**src/rtl/core/coe_pkg.sv**
```systemverilog
`timescale 1ns / 1ps
// ----------------------------------------------------------------------------
// Clock offset estimator package
// Shared widths, reset values and command and register codes.
// ----------------------------------------------------------------------------
package coe_pkg;

    localparam int TIME_BITS         = 48;
    localparam int OFFSET_BITS       = 49;
    localparam int SNOW_BITS         = 50;
    localparam int CMD_BITS          = 2;
    localparam int COUNT_BITS_DEF    = 32;
    localparam int SAMPLE_COUNT_BITS = 32;
    localparam int FACTOR_BITS       = 4;
    localparam int SHIFT_BITS        = 3;
    localparam int MAX_SHIFT         = (1 << SHIFT_BITS) - 1;
    localparam int CFG_IDX_BITS      = 2;
    localparam int CFG_DATA_BITS     = 4;

    localparam logic [FACTOR_BITS-1:0] REJECT_FACTOR_RST   = 4'd4;
    localparam logic [SHIFT_BITS-1:0]  SMOOTHING_SHIFT_RST = 3'd2;

    typedef enum logic [CMD_BITS-1:0] {
        CMD_PING  = 2'd0,
        CMD_PONG  = 2'd1,
        CMD_QUERY = 2'd2
    } cmd_t;

    typedef enum logic [CFG_IDX_BITS-1:0] {
        CFG_REJECT_FACTOR   = 2'd0,
        CFG_SMOOTHING_SHIFT = 2'd1
    } cfg_idx_t;

endpackage

```
**src/rtl/core/coe_ifs.sv**
```systemverilog
`timescale 1ns / 1ps
// ----------------------------------------------------------------------------
// Clock offset estimator channels
// Valid/ready interfaces for request beats, result beats and register writes.
// ----------------------------------------------------------------------------
interface coe_req_if;
    import coe_pkg::*;

    logic                           valid;
    logic                           ready;
    logic [CMD_BITS-1:0]            cmd;
    logic [TIME_BITS-1:0]           now_ms;
    logic signed [OFFSET_BITS-1:0]  remote_ms;

    modport source (output valid, output cmd, output now_ms, output remote_ms, input ready);
    modport sink (input valid, input cmd, input now_ms, input remote_ms, output ready);
endinterface

interface coe_rsp_if;
    import coe_pkg::*;

    logic                           valid;
    logic                           ready;
    logic                           kept;
    logic                           offset_valid;
    logic signed [OFFSET_BITS-1:0]  skew_ms;
    logic signed [SNOW_BITS-1:0]    remote_now;
    logic [TIME_BITS-1:0]           recent_rtt;
    logic [SAMPLE_COUNT_BITS-1:0]   sample_count;

    modport source (output valid, output kept, output offset_valid, output skew_ms,
                    output remote_now, output recent_rtt, output sample_count,
                    input ready);
    modport sink (input valid, input kept, input offset_valid, input skew_ms,
                  input remote_now, input recent_rtt, input sample_count,
                  output ready);
endinterface

interface coe_cfg_if;
    import coe_pkg::*;

    logic                      valid;
    logic                      ready;
    logic [CFG_IDX_BITS-1:0]   index;
    logic [CFG_DATA_BITS-1:0]  data;

    modport source (output valid, output index, output data, input ready);
    modport sink (input valid, input index, input data, output ready);
endinterface

```
**src/rtl/core/clock_offset_estimator.sv**
```systemverilog
`timescale 1ns / 1ps
// ----------------------------------------------------------------------------
// Clock offset estimator
// Tracks the server minus local clock offset from ping and pong beats with
// round trip rejection and an exponential moving average; query beats only report.
// ----------------------------------------------------------------------------
// A request beat passes through one input register and one result register,
// with the offset update done between them.
// Throughput is one beat per cycle while the result side accepts; the state update loop sets it.
// Reset clears the pending flag, offset, counts and holds best round trip at
// all ones; register writes are always ready and take effect at once.
// ----------------------------------------------------------------------------
module clock_offset_estimator #(
    parameter int COUNT_BITS = coe_pkg::COUNT_BITS_DEF
) (
    input  logic      clk,
    input  logic      rst_n,
    coe_req_if.sink   req,
    coe_rsp_if.source rsp,
    coe_cfg_if.sink   cfg
);
    import coe_pkg::*;

    localparam int LIMIT_BITS  = TIME_BITS + FACTOR_BITS;
    localparam int WIDE_BITS   = OFFSET_BITS + 2;
    localparam int BLEND_BITS  = OFFSET_BITS + MAX_SHIFT + 1;

    logic [FACTOR_BITS-1:0]         reject_factor_reg;
    logic [SHIFT_BITS-1:0]          smoothing_shift_reg;

    logic                           s1_valid_reg;
    logic [CMD_BITS-1:0]            s1_cmd_reg;
    logic [TIME_BITS-1:0]           s1_now_reg;
    logic signed [OFFSET_BITS-1:0]  s1_server_reg;

    logic                           pending_reg, pending_next;
    logic [TIME_BITS-1:0]           send_time_reg, send_time_next;
    logic                           offset_seen_reg, offset_seen_next;
    logic signed [OFFSET_BITS-1:0]  offset_reg, offset_next;
    logic [TIME_BITS-1:0]           best_rtt_reg, best_rtt_next;
    logic [TIME_BITS-1:0]           last_rtt_reg, last_rtt_next;
    logic [COUNT_BITS-1:0]          used_reg, used_next;
    logic                           kept_next;

    logic                           out_valid_reg;
    logic                           out_kept_reg;
    logic                           out_have_reg;
    logic signed [OFFSET_BITS-1:0]  out_offset_reg;
    logic signed [SNOW_BITS-1:0]    out_snow_reg, snow_next;
    logic [TIME_BITS-1:0]           out_rtt_reg;
    logic [COUNT_BITS-1:0]          out_used_reg;

    logic                           advance;
    logic                           step;

    logic [TIME_BITS-1:0]           rtt;
    logic [TIME_BITS:0]             mid_sum;
    logic signed [WIDE_BITS-1:0]    sample_wide;
    logic signed [OFFSET_BITS-1:0]  sample;
    logic [LIMIT_BITS-1:0]          reject_limit;
    logic signed [BLEND_BITS-1:0]   old_wide;
    logic signed [BLEND_BITS-1:0]   blend_sum;
    logic signed [BLEND_BITS-1:0]   blend_bias;
    logic signed [BLEND_BITS-1:0]   blend_q;

    assign advance   = !out_valid_reg || rsp.ready;
    assign step      = s1_valid_reg && advance;
    assign req.ready = !s1_valid_reg || advance;
    assign cfg.ready = 1'b1;

    always_ff @(posedge clk or negedge rst_n)
    begin
        if (!rst_n)
        begin
            reject_factor_reg   <= REJECT_FACTOR_RST;
            smoothing_shift_reg <= SMOOTHING_SHIFT_RST;
        end
        else if (cfg.valid)
        begin
            case (cfg.index)
                CFG_REJECT_FACTOR:   reject_factor_reg   <= cfg.data[FACTOR_BITS-1:0];
                CFG_SMOOTHING_SHIFT: smoothing_shift_reg <= cfg.data[SHIFT_BITS-1:0];
                default:             ;
            endcase
        end
    end

    always_ff @(posedge clk or negedge rst_n)
    begin
        if (!rst_n)
        begin
            s1_valid_reg <= 1'b0;
        end
        else if (req.ready)
        begin
            s1_valid_reg <= req.valid;
        end
    end

    always_ff @(posedge clk)
    begin
        if (req.valid && req.ready)
        begin
            s1_cmd_reg    <= req.cmd;
            s1_now_reg    <= req.now_ms;
            s1_server_reg <= req.remote_ms;
        end
    end

    always_comb
    begin
        rtt          = s1_now_reg - send_time_reg;
        mid_sum      = {1'b0, send_time_reg} + {1'b0, s1_now_reg};
        sample_wide  = WIDE_BITS'(s1_server_reg) - $signed({3'b000, mid_sum[TIME_BITS:1]});
        if (sample_wide[WIDE_BITS-1:OFFSET_BITS-1] == '0
            || sample_wide[WIDE_BITS-1:OFFSET_BITS-1] == '1)
        begin
            sample = sample_wide[OFFSET_BITS-1:0];
        end
        else
        begin
            sample = {sample_wide[WIDE_BITS-1], {(OFFSET_BITS-1){!sample_wide[WIDE_BITS-1]}}};
        end

        reject_limit = LIMIT_BITS'(best_rtt_reg) * LIMIT_BITS'(reject_factor_reg);

        old_wide   = BLEND_BITS'(offset_reg);
        blend_sum  = (old_wide <<< smoothing_shift_reg) - old_wide + BLEND_BITS'(sample);
        blend_bias = blend_sum[BLEND_BITS-1]
                   ? ((BLEND_BITS'(1) <<< smoothing_shift_reg) - BLEND_BITS'(1))
                   : '0;
        blend_q    = (blend_sum + blend_bias) >>> smoothing_shift_reg;

        pending_next     = pending_reg;
        send_time_next   = send_time_reg;
        offset_seen_next = offset_seen_reg;
        offset_next      = offset_reg;
        best_rtt_next    = best_rtt_reg;
        last_rtt_next    = last_rtt_reg;
        used_next        = used_reg;
        kept_next        = 1'b0;

        case (s1_cmd_reg)
            CMD_PING:
            begin
                send_time_next = s1_now_reg;
                pending_next   = 1'b1;
            end
            CMD_PONG:
            begin
                if (pending_reg && s1_server_reg > 0)
                begin
                    pending_next  = 1'b0;
                    last_rtt_next = rtt;
                    if (!offset_seen_reg)
                    begin
                        offset_next      = sample;
                        offset_seen_next = 1'b1;
                        best_rtt_next    = rtt;
                        used_next        = COUNT_BITS'(1);
                        kept_next        = 1'b1;
                    end
                    else if (LIMIT_BITS'(rtt) <= reject_limit)
                    begin
                        if (rtt < best_rtt_reg)
                        begin
                            best_rtt_next = rtt;
                        end
                        offset_next = blend_q[OFFSET_BITS-1:0];
                        if (used_reg != '1)
                        begin
                            used_next = used_reg + COUNT_BITS'(1);
                        end
                        kept_next = 1'b1;
                    end
                end
            end
            default:
            begin
            end
        endcase

        snow_next = offset_seen_next
                  ? ($signed({2'b00, s1_now_reg}) + SNOW_BITS'(offset_next))
                  : '0;
    end

    always_ff @(posedge clk or negedge rst_n)
    begin
        if (!rst_n)
        begin
            pending_reg     <= 1'b0;
            send_time_reg   <= '0;
            offset_seen_reg <= 1'b0;
            offset_reg      <= '0;
            best_rtt_reg    <= '1;
            last_rtt_reg    <= '0;
            used_reg        <= '0;
            out_valid_reg   <= 1'b0;
        end
        else
        begin
            if (step)
            begin
                pending_reg     <= pending_next;
                send_time_reg   <= send_time_next;
                offset_seen_reg <= offset_seen_next;
                offset_reg      <= offset_next;
                best_rtt_reg    <= best_rtt_next;
                last_rtt_reg    <= last_rtt_next;
                used_reg        <= used_next;
            end
            if (advance)
            begin
                out_valid_reg <= s1_valid_reg;
            end
        end
    end

    always_ff @(posedge clk)
    begin
        if (step)
        begin
            out_kept_reg   <= kept_next;
            out_have_reg   <= offset_seen_next;
            out_offset_reg <= offset_next;
            out_snow_reg   <= snow_next;
            out_rtt_reg    <= last_rtt_next;
            out_used_reg   <= used_next;
        end
    end

    assign rsp.valid         = out_valid_reg;
    assign rsp.kept          = out_kept_reg;
    assign rsp.offset_valid  = out_have_reg;
    assign rsp.skew_ms       = out_offset_reg;
    assign rsp.remote_now    = out_snow_reg;
    assign rsp.recent_rtt    = out_rtt_reg;

    generate
        if (COUNT_BITS >= SAMPLE_COUNT_BITS)
        begin : g_count_wide
            assign rsp.sample_count = out_used_reg[SAMPLE_COUNT_BITS-1:0];
        end
        else
        begin : g_count_narrow
            assign rsp.sample_count = SAMPLE_COUNT_BITS'(out_used_reg);
        end
    endgenerate

    // The sample count is nonzero exactly when an offset has been loaded.
    a_count_tracks_offset: assert property (@(posedge clk) disable iff (!rst_n)
        offset_seen_reg == (used_reg != '0))
        else $error("sample count disagrees with offset valid flag");

    // Once an offset exists the best round trip can only shrink.
    a_best_rtt_monotonic: assert property (@(posedge clk) disable iff (!rst_n)
        $past(offset_seen_reg) |-> best_rtt_reg <= $past(best_rtt_reg))
        else $error("best round trip increased");

    // A kept sample consumes the pending exchange.
    a_kept_clears_pending: assert property (@(posedge clk) disable iff (!rst_n)
        step && kept_next |=> !pending_reg)
        else $error("pending exchange survived a kept sample");

    // A result with a kept sample always reports a valid offset.
    a_kept_has_offset: assert property (@(posedge clk) disable iff (!rst_n)
        rsp.valid && rsp.kept |-> rsp.offset_valid)
        else $error("kept result without a valid offset");

endmodule
```
**src/flat_wrapper.sv**
```systemverilog
// flat-port wrapper written by rule: the top's interface ports become plain ports
module clock_offset_estimator_flat import coe_pkg::*;
#(
    parameter int COUNT_BITS = coe_pkg::COUNT_BITS_DEF
)
  (clk, rst_n, req_valid, req_cmd, req_now_ms, req_remote_ms, req_ready, rsp_valid, rsp_kept, rsp_offset_valid, rsp_skew_ms, rsp_remote_now, rsp_recent_rtt, rsp_sample_count, rsp_ready, cfg_valid, cfg_index, cfg_data, cfg_ready);
  coe_req_if req_i ();
  coe_rsp_if rsp_i ();
  coe_cfg_if cfg_i ();
  input  logic clk;
  input  logic rst_n;
  input wire logic [$bits(req_i.valid)-1:0] req_valid;
  input wire logic [$bits(req_i.cmd)-1:0] req_cmd;
  input wire logic [$bits(req_i.now_ms)-1:0] req_now_ms;
  input wire logic [$bits(req_i.remote_ms)-1:0] req_remote_ms;
  output wire logic [$bits(req_i.ready)-1:0] req_ready;
  output wire logic [$bits(rsp_i.valid)-1:0] rsp_valid;
  output wire logic [$bits(rsp_i.kept)-1:0] rsp_kept;
  output wire logic [$bits(rsp_i.offset_valid)-1:0] rsp_offset_valid;
  output wire logic [$bits(rsp_i.skew_ms)-1:0] rsp_skew_ms;
  output wire logic [$bits(rsp_i.remote_now)-1:0] rsp_remote_now;
  output wire logic [$bits(rsp_i.recent_rtt)-1:0] rsp_recent_rtt;
  output wire logic [$bits(rsp_i.sample_count)-1:0] rsp_sample_count;
  input wire logic [$bits(rsp_i.ready)-1:0] rsp_ready;
  input wire logic [$bits(cfg_i.valid)-1:0] cfg_valid;
  input wire logic [$bits(cfg_i.index)-1:0] cfg_index;
  input wire logic [$bits(cfg_i.data)-1:0] cfg_data;
  output wire logic [$bits(cfg_i.ready)-1:0] cfg_ready;
  assign req_i.valid = req_valid;
  assign req_i.cmd = req_cmd;
  assign req_i.now_ms = req_now_ms;
  assign req_i.remote_ms = req_remote_ms;
  assign req_ready = req_i.ready;
  assign rsp_valid = rsp_i.valid;
  assign rsp_kept = rsp_i.kept;
  assign rsp_offset_valid = rsp_i.offset_valid;
  assign rsp_skew_ms = rsp_i.skew_ms;
  assign rsp_remote_now = rsp_i.remote_now;
  assign rsp_recent_rtt = rsp_i.recent_rtt;
  assign rsp_sample_count = rsp_i.sample_count;
  assign rsp_i.ready = rsp_ready;
  assign cfg_i.valid = cfg_valid;
  assign cfg_i.index = cfg_index;
  assign cfg_i.data = cfg_data;
  assign cfg_ready = cfg_i.ready;
  clock_offset_estimator #(.COUNT_BITS(COUNT_BITS)) u_core (.clk(clk), .rst_n(rst_n), .req(req_i), .rsp(rsp_i), .cfg(cfg_i));
endmodule
```
**config.mk**
```make
export PLATFORM = sky130hd
export DESIGN_NAME = clock_offset_estimator_flat
export DESIGN_NICKNAME = d
export VERILOG_FILES = /design/src/rtl/core/coe_pkg.sv /design/src/rtl/core/coe_ifs.sv /design/src/rtl/core/clock_offset_estimator.sv /design/src/flat_wrapper.sv
export SDC_FILE = /design/constraint.sdc
export NUM_CORES = 2
export LEC_CHECK = 0
export BUFFER_PORTS_ARGS = -buffer_cell sky130_fd_sc_hd__buf_2
export CAP_MARGIN = 20
export CORE_UTILIZATION = 40
export DETAILED_ROUTE_END_ITERATION = 7
export PLACE_DENSITY = 0.65
export SLEW_MARGIN = 5
export SYNTH_ARGS = -nofsm -noshare
export SYNTH_HDL_FRONTEND = slang
export SYNTH_SLANG_ARGS = --single-unit
```
**constraint.sdc**
```tcl
create_clock -name clk -period 36.4 [get_ports clk]
set_clock_uncertainty 0.1 [all_clocks]
set_input_delay 3.64 -clock clk [delete_from_list [all_inputs] [get_ports clk]]
set_output_delay 3.64 -clock clk [all_outputs]
set_load 0.005 [all_outputs]
```
==> flow_summary.ini <==
[routing]
wl_per_cell_um = 22.19
drt_iter0_drc = 5005
ant_nets = 0
dr.pass1.iters = 6
via_per_inst = 5.926
totalWireLength_mm = 172.5
route.vias.total = 46050
drc = 0

[clock_network]
numClockSinks = 516
cts_buffers = 60
postCtsSetupBuffers = 0
h-tree-depth = 2
cts_resized = 0
clockRootBuffer = clkbuf_16
cts_tree = built
cts.clk_slew.worst_paths_ns = 0.07
cts.path.max_buffers = 3
ctsHoldBuffers = 0
insertion_delay_ns = 0.73

[setup_path]
path_max_fanout = 9
critPathMostFrequentCell = a21oi_1
crit_path_end_kind = flop
arrival_ns = 19.54
worst_r2r_path_depth = 63
critPathLaunchType = flop
r2r_slack_ns = 17.32
r2r_end = u_core.rsp.remote_now[48]
cp_slowest_cell = a2111oi_0
worstPathRequired_ns = 36.86
crit_type = flop to flop
timing.rr.start = u_core.s1_now_reg[1]
slowest_delay_ns = 0.99

[placement]
port_buffers = 292
place_congestion = 0.9828
place_hpwl_mm = 136.0

[logic_synthesis]
yosysTopAreaCell = edfxtp_1
syn_avg_cell_area_sq_um = 8.670
ys_ff_latch = 516
yosysWarnings = 0
synth_top_area_share = 0.1648
ys_seq_area_frac = 0.2818
synth_edf_count = 280
netlist_instances = 5884
async_reset_ff_frac = 0.4574
synth_flop_cell = edfxtp_1
synthTopCellsByArea = edfxtp_1 (16%), ha_1 (11%), dfrtp_1 (9.1%)
yosysUniqueCellTypes = 100
netlist_area_sq_um = 51020

[die]
dieArea_sq_um = 129000
rows = 130
io_pins = 294
die_y_um = 359.1
initial_utilization = 0.4047
core_sq_um = 126100
die_w_um = 359.1

[timing]
finalCritPeriodShare = 0.5242
setup_viol = 0
min_period_ns = 19.08
rsz0062_at_grt = no
max_freq_ghz = 0.05241
slew_viol_final = 0
setup-tns-final_ns = 0
finalHoldViolations = 0
worstMarginPinSlew_ns = 1.172
relSlewSlack = 0.1986

[hold_path]
min_path_cells = 2
worst_hold_path_type = flop to flop
hold_end = u_core.last_rtt_reg[16]
hp-start = u_core.last_rtt_reg[16]

[global_routing]
gr-usage-all-layers = 0.2603
grt.met2_usage = 0.3926
grt_pass1_wl_mm = 261.7
antenna_found_initial = 15
grt_max_degree = 130
grt-ovfl-total = 0
busiest_layer = met2
grt_use_met3 = 0.04653
grt_pass1_vias = 42670
grt_util_met1 = 0.3786

[finish]
num-fill-cells = 12280
syn_to_final_growth_pct = 10.52
layout_commonest_cell = nand2_1
nNetsFinal = 6782
drive_gt1_frac = 0.1107
largest_reg_flops = 50
mostFrequentLayoutCells = nand2_1 (631), a21oi_1 (479), inv_1 (467), ha_1 (456), o21ai_0 (419)

[job]
maxCapViolations = 0

[run_status]
outcome = complete, no violations
[cell families after synthesis]
family / share of synthesized area
flops: 0.2818
compound gates: 0.2142
fa+ha+maj: 0.1715
simple gates: 0.1626
buf+inv: 0.05604
other cells: 0.0001472
xor+xnor: 0.05408
mux: 0.05965
[cell type report]
| type | instances | area [sq um] | share of cell area |
|---|---|---|---|
| Antenna cell | 6 | 15.01 | 0.0002663 |
| Clock buffer | 71 | 1593 | 0.02825 |
| Clock inverter | 43 | 680.7 | 0.01207 |
| Inverter | 472 | 1779 | 0.03156 |
| Multi-Input combinational cell | 4671 | 34000 | 0.6031 |
| Sequential cell | 516 | 14390 | 0.2552 |
| Tap cell | 1650 | 2064 | 0.03662 |
| Timing Repair Buffer | 343 | 1858 | 0.03295 |
[per-layer routing]
metal | share of wire | vias to the layer above
met1 | 0.45 | 22190
li1 | - | 21500
met5 | 0.00012 | -
met2 | 0.43 | 2106
met3 | 0.092 | 249
met4 | 0.030 | 4
[metrics by stage]
stage	instances	hold slack, ns	util	worst slack (ns)	area, sq um
floorplan	5925	0.3458	-	21.71	51170
global placement	7647	0.3596	0.4289	17.51	54070
detailed placement	7648	0.3634	0.4289	17.32	54070
CTS	7762	0.3792	0.4470	17.29	56340
global route	7766	0.4013	0.4472	16.21	56370
finish	7772	0.3772	0.4473	17.32	56380
[worst max path at each step]
stage                     cells past startpoint                        end             startpoint  slack [ns]
after floorplan                              66  u_core.rsp.remote_now[48]  u_core.s1_now_reg[16]       21.71
after global placement                       60  u_core.rsp.remote_now[47]   u_core.s1_now_reg[8]       17.51
after detailed placement                     60  u_core.rsp.remote_now[47]   u_core.s1_now_reg[8]       17.32
after CTS                                    60  u_core.rsp.remote_now[47]   u_core.s1_now_reg[8]       17.29
after global routing                         63  u_core.rsp.remote_now[48]   u_core.s1_now_reg[8]       16.21
final                                        63  u_core.rsp.remote_now[48]   u_core.s1_now_reg[1]       17.32
[worst max-delay path, delay by kind of cell, from the launching register on]
kind                       cells  cell delay (ns)
muxes                          2             0.52
adders and majority gates      7             2.76
and+or+nand+nor               11             3.33
xor gates and xnor gates       1             0.09
buffers and inverters          3             0.78
DFF                            1             0.54
AOI/OAI and AO/OA             39            10.75
[synthesized netlist by cell type (82+ instances only)]
cell type  number
o21bai_1       82
nor3_1         88
a21o_1        175
clkbuf_1      195
nand3_1       102
mux2i_1       142
ha_1          456
fa_1          152
nor2_1        390
inv_1         468
nand2_1       632
dfrtp_1       186
and2_1        111
a21oi_1       479
edfxtp_1      280
xnor2_1       218
o21ai_0       419
xor2_1         97
Power is left out: the tool's default activity adds up to more than one toggle a clock period on the data nets, which glitch-free logic cannot reach.
